### src/rtl/egc_pkg.sv
`timescale 1ns / 1ps
// ----------------------------------------------------------------------------
// Elevator group controller package
// Sizes, codes and the per-car record of the controller; the status checker and testbench share the sizes and codes.
// ----------------------------------------------------------------------------
package egc_pkg;

  localparam int CARS   = 2;
  localparam int FLOORS = 16;

  localparam int CAR_W = (CARS > 1) ? $clog2(CARS) : 1;
  localparam int POS_W = $clog2(FLOORS);

  localparam logic [1:0] OP_TICK  = 2'd0;
  localparam logic [1:0] OP_HALL  = 2'd1;
  localparam logic [1:0] OP_CABIN = 2'd2;

  typedef enum logic [1:0] {
    HEAD_UP   = 2'd0,
    HEAD_DOWN = 2'd1,
    HEAD_IDLE = 2'd2
  } head_t;

  typedef enum logic [1:0] {
    MOT_IDLE    = 2'd0,
    MOT_MOVING  = 2'd1,
    MOT_STOPPED = 2'd2
  } motion_t;

  typedef struct packed {
    logic [POS_W-1:0]  pos;
    head_t             head;
    motion_t           motion;
    logic              door;
    logic [FLOORS-1:0] up;
    logic [FLOORS-1:0] down;
  } car_t;

  localparam int CAR_BITS = $bits(car_t);

  localparam car_t RESET_CAR = '{
    pos:    '0,
    head:   HEAD_IDLE,
    motion: MOT_IDLE,
    door:   1'b0,
    up:     '0,
    down:   '0
  };

endpackage

### src/rtl/egc_ram.sv
`timescale 1ns / 1ps
// ----------------------------------------------------------------------------
// Generic single-write RAM
// One write port and one read port; the read data is registered.
// ----------------------------------------------------------------------------
module egc_ram #(
  parameter int WIDTH = 8,
  parameter int DEPTH = 2,
  localparam int ADDR_W = (DEPTH > 1) ? $clog2(DEPTH) : 1
) (
  input  logic              clk,
  input  logic              we,
  input  logic [ADDR_W-1:0] waddr,
  input  logic [WIDTH-1:0]  wdata,
  input  logic [ADDR_W-1:0] raddr,
  output logic [WIDTH-1:0]  rdata
);

  logic [WIDTH-1:0] mem [DEPTH];

  always_ff @(posedge clk) begin
    if (we) begin
      mem[waddr] <= wdata;
    end
    rdata <= mem[raddr];
  end

endmodule

### src/rtl/elevator_group_controller.sv
`timescale 1ns / 1ps
// ----------------------------------------------------------------------------
// Elevator group controller
// Nearest-car dispatch under collective control, car state held in a RAM.
// ----------------------------------------------------------------------------
// One request at a time is taken while busy is low. Each car's record sits in
// one RAM entry. A tick visits each car in turn, with a read state and then a
// modify and write-back state, and gives one result per car, the last marked
// by out_last. A hall call reads every car to choose one and then reads and
// updates the chosen car, giving one result. A cabin call reads and updates
// the named car, giving one result. A request with an unused op, a floor
// beyond the building or an unknown car gives no result and leaves busy low.
// Results appear on the cycle after the write-back, for one cycle, and must be
// taken as they come.
// ----------------------------------------------------------------------------
module elevator_group_controller
  import egc_pkg::*;
(
  input  logic       clk,
  input  logic       rst_n,
  input  logic       start,
  output logic       busy,
  input  logic [1:0] in_op,
  input  logic [3:0] in_floor,
  input  logic       in_hall_direction,
  input  logic       in_car,
  output logic       out_valid,
  output logic       out_car_index,
  output logic [3:0] out_car_floor,
  output logic [1:0] out_travel_direction,
  output logic [1:0] out_motion,
  output logic       out_door_open,
  output logic       out_assigned,
  output logic       out_last
);

  typedef enum logic [2:0] {
    S_IDLE,
    S_TREAD,
    S_TMOD,
    S_HREAD,
    S_HCMP,
    S_AREAD,
    S_AMOD
  } state_t;

  localparam logic [CAR_W-1:0] LAST_CAR = CAR_W'(CARS - 1);

  state_t             state_r;
  logic [CAR_W-1:0]   cnt_r;
  logic [CAR_W-1:0]   tgt_r;
  logic [1:0]         op_r;
  logic [POS_W-1:0]   floor_r;
  logic               dir_r;
  logic [CARS-1:0]    valid_r;
  logic               rd_valid_r;

  logic               fok_r;
  logic [CAR_W-1:0]   bok_r;
  logic [POS_W-1:0]   bokd_r;
  logic               fany_r;
  logic [CAR_W-1:0]   bany_r;
  logic [POS_W-1:0]   banyd_r;

  logic               fok_nxt;
  logic [CAR_W-1:0]   bok_nxt;
  logic [POS_W-1:0]   bokd_nxt;
  logic               fany_nxt;
  logic [CAR_W-1:0]   bany_nxt;
  logic [POS_W-1:0]   banyd_nxt;

  logic               ram_we;
  logic [CAR_W-1:0]   ram_waddr;
  logic [CAR_W-1:0]   ram_raddr;
  logic [CAR_BITS-1:0] ram_wdata;
  logic [CAR_BITS-1:0] ram_rdata;

  car_t               cur;
  car_t               ticked;
  car_t               added;
  logic [POS_W-1:0]   car_gap;
  logic               ok;
  head_t              want;
  logic               accept;
  logic               floor_bad;
  logic               car_bad;

  function automatic logic [POS_W-1:0] lowest_bit(input logic [FLOORS-1:0] m);
    logic [POS_W-1:0] idx;
    idx = '0;
    for (int i = FLOORS - 1; i >= 0; i--) begin
      if (m[i]) begin
        idx = POS_W'(i);
      end
    end
    return idx;
  endfunction

  function automatic logic [POS_W-1:0] highest_bit(input logic [FLOORS-1:0] m);
    logic [POS_W-1:0] idx;
    idx = '0;
    for (int i = 0; i < FLOORS; i++) begin
      if (m[i]) begin
        idx = POS_W'(i);
      end
    end
    return idx;
  endfunction

  // Moves one floor toward the target and opens the door on arrival.
  function automatic car_t serve(input car_t s, input logic [POS_W-1:0] target,
                                 input logic use_up);
    car_t r;
    r = s;
    r.motion = MOT_MOVING;
    if (s.pos < target) begin
      r.pos = s.pos + POS_W'(1);
    end else if (s.pos > target) begin
      r.pos = s.pos - POS_W'(1);
    end
    if (r.pos == target) begin
      if (use_up) begin
        r.up[target] = 1'b0;
      end else begin
        r.down[target] = 1'b0;
      end
      r.door   = 1'b1;
      r.motion = MOT_STOPPED;
    end
    return r;
  endfunction

  function automatic car_t tick_car(input car_t s);
    car_t r;
    r = s;
    if (s.door) begin
      r.door = 1'b0;
    end else begin
      case (s.head)
        HEAD_UP: begin
          if (s.up != '0) begin
            r = serve(s, lowest_bit(s.up), 1'b1);
          end else if (s.down != '0) begin
            r.head = HEAD_DOWN;
          end else begin
            r.head   = HEAD_IDLE;
            r.motion = MOT_IDLE;
          end
        end
        HEAD_DOWN: begin
          if (s.down != '0) begin
            r = serve(s, highest_bit(s.down), 1'b0);
          end else if (s.up != '0) begin
            r.head = HEAD_UP;
          end else begin
            r.head   = HEAD_IDLE;
            r.motion = MOT_IDLE;
          end
        end
        default: begin
          r = s;
        end
      endcase
    end
    return r;
  endfunction

  function automatic car_t add_stop(input car_t s, input logic [POS_W-1:0] fl);
    car_t r;
    r = s;
    if (fl != s.pos) begin
      if (fl > s.pos) begin
        r.up[fl] = 1'b1;
      end else begin
        r.down[fl] = 1'b1;
      end
      if (s.head == HEAD_IDLE) begin
        r.head   = (fl > s.pos) ? HEAD_UP : HEAD_DOWN;
        r.motion = MOT_MOVING;
      end
    end
    return r;
  endfunction

  egc_ram #(
    .WIDTH (CAR_BITS),
    .DEPTH (CARS)
  ) u_car_ram (
    .clk   (clk),
    .we    (ram_we),
    .waddr (ram_waddr),
    .wdata (ram_wdata),
    .raddr (ram_raddr),
    .rdata (ram_rdata)
  );

  assign busy      = (state_r != S_IDLE);
  assign accept    = start && !busy;
  assign floor_bad = 32'(in_floor) >= 32'(FLOORS);
  assign car_bad   = 32'(in_car) >= 32'(CARS);

  // Entries not yet written since reset read as the reset record.
  assign cur     = rd_valid_r ? car_t'(ram_rdata) : RESET_CAR;
  assign ticked  = tick_car(cur);
  assign added   = add_stop(cur, floor_r);
  assign want    = dir_r ? HEAD_DOWN : HEAD_UP;
  assign ok      = (cur.head == HEAD_IDLE) || (cur.head == want);
  assign car_gap = (cur.pos > floor_r) ? (cur.pos - floor_r) : (floor_r - cur.pos);

  assign ram_raddr = (state_r == S_AREAD) ? tgt_r : cnt_r;
  assign ram_we    = (state_r == S_TMOD) || (state_r == S_AMOD);
  assign ram_waddr = (state_r == S_AMOD) ? tgt_r : cnt_r;
  assign ram_wdata = (state_r == S_AMOD) ? CAR_BITS'(added) : CAR_BITS'(ticked);

  always_comb begin
    fok_nxt   = fok_r;
    bok_nxt   = bok_r;
    bokd_nxt  = bokd_r;
    fany_nxt  = fany_r;
    bany_nxt  = bany_r;
    banyd_nxt = banyd_r;
    if (ok && (!fok_r || car_gap < bokd_r)) begin
      fok_nxt  = 1'b1;
      bok_nxt  = cnt_r;
      bokd_nxt = car_gap;
    end
    if (!fany_r || car_gap < banyd_r) begin
      fany_nxt  = 1'b1;
      bany_nxt  = cnt_r;
      banyd_nxt = car_gap;
    end
  end

  always_ff @(posedge clk) begin
    if (!rst_n) begin
      state_r    <= S_IDLE;
      valid_r    <= '0;
      rd_valid_r <= 1'b0;
      out_valid  <= 1'b0;
      cnt_r      <= '0;
    end else begin
      // A result leaves on the cycle after each write-back.
      out_valid  <= (state_r == S_TMOD) || (state_r == S_AMOD);
      rd_valid_r <= valid_r[ram_raddr];
      if (ram_we) begin
        valid_r[ram_waddr] <= 1'b1;
      end
      case (state_r)
        S_IDLE: begin
          if (accept) begin
            op_r    <= in_op;
            floor_r <= POS_W'(in_floor);
            dir_r   <= in_hall_direction;
            tgt_r   <= CAR_W'(in_car);
            cnt_r   <= '0;
            fok_r   <= 1'b0;
            fany_r  <= 1'b0;
            case (in_op)
              OP_TICK:  state_r <= S_TREAD;
              OP_HALL:  state_r <= floor_bad ? S_IDLE : S_HREAD;
              OP_CABIN: state_r <= (floor_bad || car_bad) ? S_IDLE : S_AREAD;
              default:  state_r <= S_IDLE;
            endcase
          end
        end
        S_TREAD: begin
          state_r <= S_TMOD;
        end
        S_TMOD: begin
          out_car_index        <= 1'(cnt_r);
          out_car_floor        <= 4'(ticked.pos);
          out_travel_direction <= ticked.head;
          out_motion           <= ticked.motion;
          out_door_open        <= ticked.door;
          out_assigned         <= 1'b0;
          out_last             <= (cnt_r == LAST_CAR);
          if (cnt_r == LAST_CAR) begin
            state_r <= S_IDLE;
          end else begin
            cnt_r   <= cnt_r + CAR_W'(1);
            state_r <= S_TREAD;
          end
        end
        S_HREAD: begin
          state_r <= S_HCMP;
        end
        S_HCMP: begin
          fok_r   <= fok_nxt;
          bok_r   <= bok_nxt;
          bokd_r  <= bokd_nxt;
          fany_r  <= fany_nxt;
          bany_r  <= bany_nxt;
          banyd_r <= banyd_nxt;
          if (cnt_r == LAST_CAR) begin
            tgt_r   <= fok_nxt ? bok_nxt : bany_nxt;
            state_r <= S_AREAD;
          end else begin
            cnt_r   <= cnt_r + CAR_W'(1);
            state_r <= S_HREAD;
          end
        end
        S_AREAD: begin
          state_r <= S_AMOD;
        end
        S_AMOD: begin
          out_car_index        <= 1'(tgt_r);
          out_car_floor        <= 4'(added.pos);
          out_travel_direction <= added.head;
          out_motion           <= added.motion;
          out_door_open        <= added.door;
          out_assigned         <= (op_r == OP_HALL);
          out_last             <= 1'b1;
          state_r              <= S_IDLE;
        end
        default: begin
          state_r <= S_IDLE;
        end
      endcase
    end
  end

endmodule

### config.mk
export PLATFORM = sky130hd
export DESIGN_NAME = elevator_group_controller
export DESIGN_NICKNAME = d
export VERILOG_FILES = /design/src/rtl/egc_pkg.sv /design/src/rtl/egc_ram.sv /design/src/rtl/elevator_group_controller.sv
export SDC_FILE = /design/constraint.sdc
export NUM_CORES = 1
export LEC_CHECK = 0
export BUFFER_PORTS_ARGS = -buffer_cell sky130_fd_sc_hd__buf_2
export CAP_MARGIN = 25
export CORE_MARGIN = 8
export CORE_UTILIZATION = 35
export CTS_CLUSTER_SIZE = 12
export DETAILED_ROUTE_END_ITERATION = 7
export SYNTH_ARGS = -nofsm -noshare
export SYNTH_HDL_FRONTEND = slang
export SYNTH_SLANG_ARGS = --single-unit
### constraint.sdc
create_clock -name clk -period 13.5 [get_ports clk]
set_input_delay 1.35 -clock clk [delete_from_list [all_inputs] [get_ports clk]]
set_output_delay 1.35 -clock clk [all_outputs]
set_load 0.02 [all_outputs]
Word-level counts from Yosys, hierarchy flattened
Memories as Yosys holds them, arrays and structs flattened. A register that Yosys moved wholly into a read port is not among the register bits.
Index checks and enable logic that the tools add are counted.
- add/sub/neg operators: 5
- $lt $le $gt $ge: 17
- equal/unequal tests: 18
- mux-type cells: 113
- bitwise logic cells: 7
- reductions and logical operators: 32
- operator list (cell ; number):
    $mux 4 ; 53
    $mux 41 ; 2
    $pmux 41 s2 ; 1
    $mux 33 ; 2
    $mux 32 ; 2
    $mux 16 ; 3
    $mux 35 ; 1
    $and 16x16->16 ; 2
    $not 16->16 ; 2
    $or 16x16->16 ; 2
    $reduce_bool 16->1 ; 2
    $mux 1 ; 24
    $pmux 3 s6 ; 1
    $gt 4x4->1 ; 4
    $lt 4x4->1 ; 4
    $pmux 1 s2 ; 8
    $lt 4x5->1 const B ; 3
    $demux 1 s4 ; 3
    $ge 4x1->1 const B ; 3
    $reduce_and 3->1 ; 4
    $eq 3x3->1 const B ; 3
    $mux 3 ; 3
    $pmux 3 s3 ; 1
    $eq 4x4->1 ; 2
    29 further kinds ; 57
- register bits after elaboration: 40
- memory bits (writable): 82
- input bits: 11
- output and inout bits: 14
- word-level logic and storage cells: 215
- memories kept: 1
- memory list (name ; words ; bits a word ; rd ports ; clocked after Yosys merged registers in ; write ports ; RTL line ; RTL):
    u_car_ram.mem ; 2 ; 41 ; 1 ; 1 ; 1 ; egc_ram.sv:19 ; logic [WIDTH-1:0] mem [DEPTH];

Depth between registers and ports, before layout
Gate-level depths: netlist (run 1).
- depth in word-level cells: 32
- gate-level depth with buffers: 21
- mapped depth without buffers: 19

Cells and area by module
From an unflattened synthesis (run 1), not the netlist that was laid out.
- cells, all modules: 689
- area total of the unflattened synthesis: 8277.9 µm²
- modules (own cells, without submodules) (module ; instances ; cells an instance ; area an instance (µm²) ; sequential area each (µm²)):
    elevator_group_controller ; 1 ; 518 ; 4279.1 ; 1121.1
    egc_ram ; 1 ; 171 ; 3998.8 ; 3283.1

Least setup slack after synthesis (run 1)
OpenSTA, ideal clock, no wires.
- kind: register to register
- from: register rd_valid_r
- to: register tgt_r, data pin
- setup time: 0.262 ns
- arrival time: 4.096 ns
- data required time: 13.238 ns
- setup slack: 9.142 ns
- stages on the path, launching flop included: 19
- path buffers: 3
- period minus slack after synthesis: 4.358 ns
- cell sequence: dfxtp_1 -> buf_2 -> clkbuf_1 -> nand2_1 -> inv_1 -> ha_1 -> and4_1 -> clkbuf_1 -> nor2_1 -> mux2i_1 -> nand2_1 -> a221oi_1 -> xnor2_1 -> ha_1 -> nor2b_1 -> o21ai_0 -> mux2_2 -> mux2i_1 -> o21ai_0
- elaborated cells between the ends (all ways): 19
- classes of those cells: add/sub (2); order compare (3); eq/ne (2); mux (8); reduce/logical (4)
- RTL lines (item ; RTL line ; RTL):
    start, declared ; elevator_group_controller.sv:56 ; logic rd_valid_r;
    start signal, assigned ; elevator_group_controller.sv:244 ; rd_valid_r <= valid_r[ram_raddr];
    $mux 41 (*) ; elevator_group_controller.sv:203 ; assign cur = rd_valid_r ? car_t'(ram_rdata) : RESET_CAR;
    $sub 4x4->4 / $gt 4x4->1 (equally long branches) ; elevator_group_controller.sv:208 ; assign car_gap = (cur.pos > floor_r) ? (cur.pos - floor_r) : (floor_r - cur.pos);
    $mux 4 (*) ; elevator_group_controller.sv:208 ;
    via car_gap[3] ; elevator_group_controller.sv:81 ; logic [POS_W-1:0] car_gap;
    $lt 4x4->1 (*) ; elevator_group_controller.sv:227 ; if (!fany_r || car_gap < banyd_r) begin
    $logic_or 1x1->1 (*) ; elevator_group_controller.sv:227 ;
    $mux 1 (*) ; elevator_group_controller.sv:227 ;
    via bany_nxt ; elevator_group_controller.sv:69 ; logic [CAR_W-1:0] bany_nxt;
    $mux 1 (*) ; elevator_group_controller.sv:295 ; tgt_r <= fok_nxt ? bok_nxt : bany_nxt;
    $mux 1 (*) ; elevator_group_controller.sv:294 ; if (cnt_r == LAST_CAR) begin
    $pmux 1 s2 (*) ; elevator_group_controller.sv:248 ; case (state_r)
    end signal, assigned ; elevator_group_controller.sv:254 ; tgt_r <= CAR_W'(in_car);
    end signal, assigned ; elevator_group_controller.sv:295 ;
    end, declared ; elevator_group_controller.sv:51 ; logic [CAR_W-1:0] tgt_r;
The timed path passes the listed nets; every way through them passes the cells marked *. The select of a mux whose other input is x is not followed.
A chain may end at the register's enable or synchronous reset.

Worst setup path after layout (run 1)
Same ends and word-level chain as after synthesis.

==> metrics.txt, run 1 <==
post-cts resize count 0; die width approximately 170 um; Slew HR 31.14%; RD Place Congestion between 0.8 and 0.9; Row Count 55; Worst EP arrival between 5 and 6 ns; Primary FF master, synth edfxtp_1; final-report hold violation count 0; initial antenna violation count 0; combinational family with the most area after synthesis compound AO/OA/AOI/OAI gates; crit path kind reg -> reg; Leakage Power 3.263 nW; combinational cell fraction of total power 13.9%; synthesized area per cell 11.45 um2; post-layout min period 5.100 ns; clock buffer depth 2; clock share of power 37.9%; HPWL after detailed placement ~12000 um; status finished, final reports clean; share of cells above drive strength 1 16.58%; Max Cap Viol 0; fin nets 759; CTS tree yes; post-DR vias/cell 5.450; core area roughly 0.023 mm2; sequential share of power 48.2%; TritonRoute pass-1 iters 5; post-synthesis sequential area ratio 55.41%; Post-DRT Antenna Nets 0; post-synthesis xor/xnor area fraction 1.432%; adder-cell share of the synthesized area under 10%; hold_buf cts 0; chip height 166.7 um; first-pass GRT wire length 29060 um; WP data required 13.68 ns; Total Power 1.232 mW; Worst VDD drop about 0.000095 V; Tot GR Track Use 13.07%; Post-route DRC 0; worst skew pair latency 0.43 ns; area delta synth->final 13.19%; WL/cell 17.56 um; EDFF count, synth 114; multiplexer share of the synthesized area 7.367%; port bufs 24; Setup Total Neg Slack 0 ns; internal power 0.9007 mW; crit path max fanout 40; Clock Pin Slew Worst Setup and Hold Paths 0.07 ns; worst slew pin tran 1.025 ns; syn nets 730; final setup violation count 0; Worst setup SP type flop; CP endpoint kind flop; Setup Skew 0.01887 ns; Root Buffer clkbuf_16; total CTS buffers 17; unrepaired setup endpoints after global routing false; Synth Area in Compound Gates 16.32%; final WL 17930 um; fmax 196.1 MHz; initial core utilization a little over a third; vias 5564; gr ovfl total 0; Syn. warnings 0; Sw Ratio 26.86%; fin. max-slew vios 0; H-tree levels 4; drt initial violations 582; Post-CTS Setup Bufs 0; Post-Synth Simple-Gate Area 12.59%; P_sw 0.3308 mW; Antenna diodes 0; Hold WC Path Type reg -> reg; ys async rst share 0%; vias in the first global route 5421; FF+latch count, synth 163; Post-Synthesis Cells 694; mapped cell area approximately 0.0079 mm2; unique cell type count in the Yosys netlist 64; die area 0.02779 mm2; Clock Sink Count 163; num ports 25; Final Cycle Share 37.78%; PD cells 136.9 mW/mm2; largest net degree at the start of global routing 43
[cells in the mapped netlist (3+ instances only)]
| cell | count | area, um2 |
|---|---|---|
| edfxtp_1 | 114 | 3423 |
| nor2_1 | 54 | 202.7 |
| dfxtp_1 | 49 | 980.9 |
| nand2_1 | 48 | 180.2 |
| mux2_2 | 44 | 495.5 |
| a21oi_1 | 40 | 200.2 |
| a22oi_1 | 34 | 255.2 |
| inv_1 | 32 | 120.1 |
| o21ai_0 | 30 | 150.1 |
| ha_1 | 23 | 287.8 |
| nor3_1 | 23 | 115.1 |
| a31oi_1 | 20 | 125.1 |
| clkbuf_1 | 20 | 75.07 |
| and3_1 | 14 | 87.58 |
| nor2b_1 | 12 | 75.07 |
| xnor2_1 | 12 | 105.1 |
| mux2i_1 | 9 | 90.09 |
| nand2b_1 | 8 | 50.05 |
| o21a_1 | 8 | 60.06 |
| nand3_1 | 7 | 35.03 |
| a21o_1 | 5 | 37.54 |
| and2_1 | 5 | 31.28 |
| nand4_1 | 5 | 31.28 |
| o211ai_1 | 5 | 37.54 |
| o41ai_1 | 5 | 43.79 |
| a211oi_1 | 4 | 30.03 |
| o41a_1 | 4 | 45.04 |
| a221o_1 | 3 | 30.03 |
| a221oi_1 | 3 | 26.28 |
| and4_1 | 3 | 26.28 |
| nor3b_1 | 3 | 22.52 |
| o221ai_1 | 3 | 26.28 |
| o22ai_1 | 3 | 18.77 |
| o31ai_1 | 3 | 22.52 |
| or3_1 | 3 | 18.77 |
| or4_1 | 3 | 22.52 |
[flip-flops by register name, summed over array words and instances (netlist names)]
name,count
bany_r,1
banyd_r,4
bok_r,1
bokd_r,4
cnt_r,1
dir_r,1
fany_r,1
floor_r,4
fok_r,1
op_r,2
out_assigned,1
out_car_floor,4
out_car_index,1
out_door_open,1
out_last,1
out_motion,2
out_travel_direction,2
out_valid,1
rd_valid_r,1
state_r,3
tgt_r,1
u_car_ram.mem,82
u_car_ram.rdata,41
valid_r,2
[logic make-up after synthesis]
family                   after synthesis
adder cells (fa/ha/maj)               25
AO/OA/AOI/OAI                        188
XOR/XNOR                              13
buffers and inverters                 55
multiplexers                          53
flip-flops                           163
AND/OR/NAND/NOR                      197
[layout make-up]
class / instances / area (um2)
inverters: 32 / 120.1
clock buffers: 19 / 454.2
repair buffers: 33 / 187.7
flip-flops and latches: 163 / 4405
clock inverters: 13 / 121.4
multi-input cells: 476 / 3352
fillers: 2095 / 13510
well taps: 285 / 356.6
[critical path, cell delays in order (launching register included)]
cell,delay (ns)
dfxtp_2,0.67
buf_4,0.45
nand2_1,0.26
inv_1,0.34
ha_1,0.31
and4_1,0.26
nor2_1,0.42
mux2i_1,0.24
nand2_1,0.07
a221oi_1,0.29
xnor2_1,0.26
ha_1,0.30
nor2b_1,0.12
o21ai_0,0.26
mux2_2,0.38
mux2i_1,0.12
o21ai_0,0.08
[power groups by stage]
stage,sequential (mW),combinational (mW),clock (mW)
2_1_floorplan,0.593,0.134,0
4_1_cts,0.593,0.172,0.479
5_1_grt,0.597,0.190,0.501
3_5_place_dp,0.603,0.171,0
3_3_place_gp,0.603,0.169,0
6_report,0.594,0.172,0.466
[layout by cell type, fill, tap and decap left out, types with 9 or more instances in the layout]
cell and count:
edfxtp_1 114, nor2_1 54, nand2_1 48, dfxtp_1 48, mux2_2 44, a21oi_1 40, a22oi_1 34, inv_1 32
o21ai_0 30, buf_2 24, nor3_1 23, ha_1 23, a31oi_1 20, clkbuf_16 18, and3_1 14, xnor2_1 12
nor2b_1 12, buf_4 9
[metal layers]
metal | track usage (%) | wire length, um | vias to the layer above
met2 | 19.94 | 8064 | 147
met3 | 2.766 | 724 | 22
met1 | 17.81 | 8848 | 2677
met5 | 0 | 0 | -
li1 | - | - | 2718
met4 | 5.288 | 294 | 0
[path summary, 6_finish.rpt]
path              slack (ns)  depth (start not counted)                     endpoint                           start
setup / recovery        8.40                         16              tgt_r$_DFFE_PP_           rd_valid_r$_SDFF_PN0_
hold / removal          0.47                          1  u_car_ram.rdata[14]$_DFF_P_  u_car_ram.mem[0][14]$_DFFE_PP_
setup reg to reg        8.40                         16              tgt_r$_DFFE_PP_           rd_valid_r$_SDFF_PN0_
hold reg to reg         0.47                          1  u_car_ram.rdata[14]$_DFF_P_  u_car_ram.mem[0][14]$_DFFE_PP_
[per-stage QoR]
| stage | util (%) | cell area (um2) | hold WS [ns] | worst slack (ns) | std cells |
|---|---|---|---|---|---|
| after floorplan | - | 7949 | 0.4400 | 9.142 | 694 |
| after global placement | 37.43 | 8422 | 0.4469 | 8.498 | 989 |
| after detailed placement | 37.43 | 8422 | 0.4565 | 8.421 | 989 |
| after CTS | 39.98 | 8997 | 0.4708 | 8.410 | 1021 |
| after global routing | 39.98 | 8997 | 0.4809 | 7.872 | 1021 |
| final | 39.98 | 8997 | 0.4675 | 8.400 | 1021 |
Note: power is estimated with default switching activity, not from simulation.
==> run 2: changes to the inputs <==
Clock period 13.5 ns to 5.33 ns, I/O delays scaled along.
==> run 2 against run 1 <==
Count of clock-buffer cells in the layout fell by 1. Clock power grew to 2.6 times the previous value. Setup slack got worse by 7.5 ns. Cell area grew 0.53%. Critical path type unchanged. Highest routed layer unchanged.
==> metrics.txt, run 2 (synthesis results as in run 1) <==
final-report hold violation count 0 (unchanged); Setup Total Neg Slack 0 ns (unchanged); Row Count 55 (unchanged); Layout fillers 2074 (-1.0%); RD Place Congestion 0.9460 (+9.8%); vias 5671 (+1.9%); initial core utilization 35.32% (unchanged); largest net degree at the start of global routing 43 (unchanged); core area 0.02250 mm2 (unchanged); Slew HR 49.58% (+18 points); slowest library cell on the worst path a221o_1; WL/cell 18.22 um (+3.8%); combinational cell fraction of total power 14.0% (about the same); status finished, final reports clean; Clock Pin Slew Worst Setup and Hold Paths 0.07 ns (about the same); Max Cap Viol 0 (unchanged); clock buffer depth 2 (unchanged); fin nets 763 (+0.53%); crit path kind reg -> reg; Biggest register u_car_ram.mem; CTS tree yes; Finished Layout Cells 1025 (+0.39%); Sw Ratio 26.91% (+0.047 points); Top Metal Used met4; sequential share of power 47.4% (-0.8 points); first-pass GRT wire length 30420 um (+4.7%); worst slew pin tran 0.7563 ns (-0.2687 ns); fin. max-slew vios 0 (unchanged); unrepaired setup endpoints after global routing false; Total Power 3.171 mW (+160%); WP data required 5.49 ns (-8.19 ns); metal3 WL 991 um (+37%); Worst VDD drop 0.0002260 V (+140%); chip height 166.7 um (unchanged); HPWL after detailed placement 12580 um (+3.2%); Post-DRT Antenna Nets 0 (unchanged); share of cells above drive strength 1 17.03% (+0.45 points); worst skew pair latency 0.43 ns (about the same); initial antenna violation count 0 (unchanged); post-layout min period 4.441 ns (-0.6598 ns); Worst EP arrival 4.61 ns (-0.67 ns); post-DR vias/cell 5.533 (+1.5%); Worst setup SP type flop; H-tree levels 4 (unchanged); Clock Sink Count 163 (unchanged); final WL 18680 um (+4.2%); final setup violation count 0 (unchanged); post-cts resize count 0 (unchanged); Inst Count DP 993 (+0.40%); most frequent cells in the layout edfxtp_1, nor2_1, nand2_1, dfxtp_1, mux2_2; WL met1 8853 um (about the same); gr ovfl total 0 (unchanged); Hold WC Path Type in -> reg; slowest stage delay, CP 0.50 ns (-0.17 ns); PD cells 350.6 mW/mm2 (+160%); Root Buffer clkbuf_16; TritonRoute pass-1 iters 5 (unchanged); die area 0.02779 mm2 (unchanged); max reg flops 82 (unchanged); port bufs 24 (unchanged); Top Registers u_car_ram.mem x82, u_car_ram.rdata x41; CP delay by family, top compound AO/OA/AOI/OAI gates; clock share of power 38.6% (+0.7 points); Tot GR Track Use 13.78% (+0.71 points); total CTS buffers 17 (unchanged); CP endpoint kind flop; worst path cell trace nand2b_1, nor2_1, nand2_1, a31oi_1, inv_1, ha_1, nor2b_1, o311ai_0, o21ai_1, or3_1, and3_1, o32a_1, and4_1, a221o_1; Post-route DRC 0 (unchanged); worst path bufs/invs 1 (-1); drt initial violations 560 (-3.8%); Antenna diodes 0 (unchanged); P_sw 0.8532 mW (+160%); commonest non-fill, non-tap cell in the layout edfxtp_1; Post-CTS Setup Bufs 0 (unchanged); Final Cycle Share 83.31% (+46 points); vias in the first global route 5540 (+2.2%); hold_buf cts 0 (unchanged); die width 166.7 um (unchanged); met2 WL 8419 um (+4.4%); num ports 25 (unchanged); Leakage Power 3.284 nW (+0.63%); area delta synth->final 13.79%; internal power 2.318 mW (+160%); fmax 225.2 MHz (+15%); Setup Skew 0.01169 ns (-0.007185 ns); crit path max fanout 19 (-53%)
run 2: cell count changes in the layout (fill, tap and decap cells not counted):
cell / delta
buf_4: +4
clkinv_2: -2
bufinv_16: +1
clkinvlp_4: +2
inv_8: +1
inv_6: -1
clkinv_4: -1
clkinv_1: +1
clkbuf_8: +1
clkbuf_1: -1
clkbuf_16: -1
run 2: worst paths after layout:
| kind | to | startpoint | slack (ns) | depth (start not counted) |
|---|---|---|---|---|
| setup / recovery | out_motion[1]$_DFFE_PP_ | rd_valid_r$_SDFF_PN0_ | 0.89 | 14 |
| hold / removal | dir_r$_DFFE_PP_ | in_hall_direction | 0.28 | 1 |
| setup reg to reg | out_motion[1]$_DFFE_PP_ | rd_valid_r$_SDFF_PN0_ | 0.89 | 14 |
| hold reg to reg | u_car_ram.rdata[28]$_DFF_P_ | u_car_ram.mem[0][28]$_DFFE_PP_ | 0.46 | 1 |
run 2: worst register-to-register path: stages, from the launching register on:
cell	delay, ns
dfxtp_2	0.44
nand2b_1	0.16
nor2_1	0.11
nand2_1	0.05
a31oi_1	0.38
inv_1	0.21
ha_1	0.32
nor2b_1	0.15
o311ai_0	0.27
o21ai_1	0.13
or3_1	0.46
and3_1	0.20
o32a_1	0.32
and4_1	0.46
a221o_1	0.50
run 2: final cells by class:
type	count	area (um2)	share of cell area [%]
multi-input combinational	476	3352	37.06
sequential	163	4405	48.71
clock inverter	14	153.9	1.701
tap	285	356.6	3.942
clock buffer	18	439.2	4.855
timing repair buffer	37	217.7	2.407
inverter	32	120.1	1.328
run 2: through the flow:
stage | utilization, % | hold WS, ns | instance area (um2) | setup slack, ns
3_3_place_gp | 37.56 | 0.4472 | 8452 | 1.031
4_1_cts | 40.19 | 0.2565 | 9045 | 0.9333
5_1_grt | 40.19 | 0.2582 | 9045 | 0.5379
6_report | 40.19 | 0.2759 | 9045 | 0.8895
3_5_place_dp | 37.56 | 0.4551 | 8452 | 0.9333
2_1_floorplan | - | 0.4400 | 7949 | 0.9720
run 2: layer usage:
metal,global-route usage [%],up-vias
li1,-,2724
met1,18.65,2732
met2,21.14,187
met3,2.908,28
met4,5.680,0
met5,0,-
run 2: power by group through the flow:
stage | logic [mW] | registers (mW) | clock network, mW
2_1_floorplan | 0.340 | 1.50 | 0
3_3_place_gp | 0.440 | 1.53 | 0
3_5_place_dp | 0.439 | 1.53 | 0
4_1_cts | 0.442 | 1.50 | 1.25
5_1_grt | 0.494 | 1.51 | 1.31
6_report | 0.444 | 1.50 | 1.22
==> run 3: changes to the inputs <==
Clock period 5.33 ns to 4.3 ns, I/O delays scaled along.
==> run 3 against run 2 <==
Critical path depth is 2 lower. Maximum frequency up 12%. Hold slack worse by 0.11 ns. Critical path type unchanged. Critical endpoint is now u_car_ram.mem[1][3]$_DFFE_PP_.
==> metrics.txt, run 3 (synthesis results as in run 1) <==
share of cells above drive strength 1 19.07% (+2.0 points); Finished Cell Area 0.009184 mm2 (+1.5%); clock buffer depth 2 (unchanged); reg2reg path depth 12 (-2); post-place instance area 0.008579 mm2 (+1.5%); largest net degree at the start of global routing 43 (unchanged); area delta synth->final 15.54%; worst skew pair latency 0.44 ns (about the same); die area 0.02779 mm2 (unchanged); Setup Skew 0.01222 ns (+0.0005331 ns); Layout fillers 2126 (+2.5%); max reg flops 82 (unchanged); final WL 18380 um (-1.6%); Worst VDD drop 0.0002757 V (+22%); RR Endpoint u_car_ram.mem[1][3]$_DFFE_PP_; unrepaired setup endpoints after global routing false; RR Startpoint rd_valid_r$_SDFF_PN0_; chip height 166.7 um (unchanged); PD cells 425.8 mW/mm2 (+21%); first-pass GRT wire length 30080 um (-1.1%); port bufs 24 (unchanged); most frequent cells in the layout edfxtp_1, nor2_1, nand2_1, dfxtp_1, mux2_2; total CTS buffers 17 (unchanged); CP endpoint kind flop; HPWL after detailed placement 12810 um (+1.8%); Clock Pin Slew Worst Setup and Hold Paths 0.07 ns (about the same); commonest non-fill, non-tap cell in the layout edfxtp_1; Max Cap Viol 0 (unchanged); core area 0.02250 mm2 (unchanged); Row Count 55 (unchanged); Top Registers u_car_ram.mem x82, u_car_ram.rdata x41; num ports 25 (unchanged); Antenna diodes 0 (unchanged); WP data required 4.45 ns (-1.04 ns); drt initial violations 541 (-3.4%); Post-DRT Antenna Nets 0 (unchanged); post-layout min period 3.963 ns (-0.4780 ns); Total Power 3.911 mW (+23%); Tot GR Track Use 13.56% (-0.23 points); Post-CTS Setup Bufs 0 (unchanged); Worst setup SP type flop; RD Place Congestion 0.8835 (-6.6%); Biggest register u_car_ram.mem; final setup violation count 0 (unchanged); Finished Layout Cells 1040 (+1.5%); reg2reg setup slack 0.34 ns (-0.55 ns); initial antenna violation count 0 (unchanged); Slew HR 30.80% (-19 points); Hold WC Path Type in -> reg; WL/cell 17.67 um (-3.0%); Worst Setup EP u_car_ram.mem[1][3]$_DFFE_PP_; fin. max-slew vios 0 (unchanged); fin nets 778 (+2.0%); Root Buffer clkbuf_16; die width 166.7 um (unchanged); crit path from rd_valid_r$_SDFF_PN0_; Worst EP arrival 4.11 ns (-0.50 ns); Clock Sink Count 163 (unchanged); Setup Total Neg Slack 0 ns (unchanged); crit path max fanout 11 (-8); gr ovfl total 0 (unchanged); fmax 252.4 MHz (+12%); Setup WS pre-CTS 0.2188 ns (-0.7145 ns); setup ws final 0.3374 ns (-0.5520 ns); Inst Count DP 1008 (+1.5%); Final Cycle Share 92.15% (+8.8 points); initial core utilization 35.32% (unchanged); crit path kind reg -> reg; Post-route DRC 0 (unchanged); post-DR vias/cell 5.468 (-1.2%); vias in the first global route 5518 (-0.40%); final-report hold violation count 0 (unchanged); status finished, final reports clean; CTS tree yes; Leakage Power 3.370 nW (+2.6%); H-tree levels 4 (unchanged); TritonRoute pass-1 iters 5 (unchanged); vias 5687 (+0.28%); worst slew pin tran 1.030 ns (+0.2738 ns)
## run 3: timing repair
action | CTS | global route
resized for setup | 0 | 3
hold buffers | 0 | 0
setup endpoints to repair | 0 | 34
## run 3: critical path, cell delays in order (launching register included)
cell and delay, ns:
dfxtp_2 0.49, or3b_2 0.48, nor3_1 0.14, a21oi_1 0.17, ha_1 0.33, nor2b_1 0.14, o211a_1 0.28, or4_1 0.50
nand3_1 0.14, xnor2_1 0.11, nor4_4 0.40, and3_1 0.33, a41oi_1 0.16
## run 3: worst min path at each step
stage                                             start                         end  slack (ns)  cells after the start
after floorplan                 valid_r[1]$_SDFFE_PN0N_     valid_r[1]$_SDFFE_PN0N_        0.44                      1
after global placement          valid_r[1]$_SDFFE_PN0N_     valid_r[1]$_SDFFE_PN0N_        0.45                      1
after detailed placement  u_car_ram.mem[0][1]$_DFFE_PP_  u_car_ram.rdata[1]$_DFF_P_        0.45                      1
after CTS                             in_hall_direction             dir_r$_DFFE_PP_        0.15                      1
after global routing                  in_hall_direction             dir_r$_DFFE_PP_        0.16                      1
final                                 in_hall_direction             dir_r$_DFFE_PP_        0.17                      1
## run 3: metrics by stage
step	utilization (%)	hold WS, ns
after floorplan	-	0.4400
after global placement	38.13	0.4488
after detailed placement	38.13	0.4545
after CTS	40.73	0.1492
after global routing	40.81	0.1574
final	40.81	0.1656
## run 3: metal layers
| layer | up-vias | share of wire, % | GRT usage (%) | wire [um] |
|---|---|---|---|---|
| met4 | 0 | 1.9 | 5.484 | 358 |
| met5 | - | 0 | 0 | 0 |
| met3 | 23 | 4.9 | 2.837 | 895 |
| li1 | 2748 | - | - | - |
| met1 | 2755 | 47 | 17.98 | 8670 |
| met2 | 161 | 46 | 21.30 | 8452 |
## run 3: power breakdown
group | leakage [nW] | internal, mW | total (mW) | switching [mW]
Combinational | 1.63 | 0.240 | 0.574 | 0.334
Clock | 0.284 | 0.776 | 1.48 | 0.702
Sequential | 1.46 | 1.77 | 1.86 | 0.0861
Total | 3.37 | 2.79 | 3.91 | 1.12
## run 3: area by class of cell
cell class / count / area (um2) / share of cell area (%)
clock buffers: 17 / 425.4 / 4.632
clock inverters: 15 / 160.2 / 1.744
inverters: 32 / 120.1 / 1.308
multi-input cells: 476 / 3373 / 36.73
flip-flops and latches: 163 / 4405 / 47.97
well taps: 285 / 356.6 / 3.883
repair buffers: 52 / 342.8 / 3.733
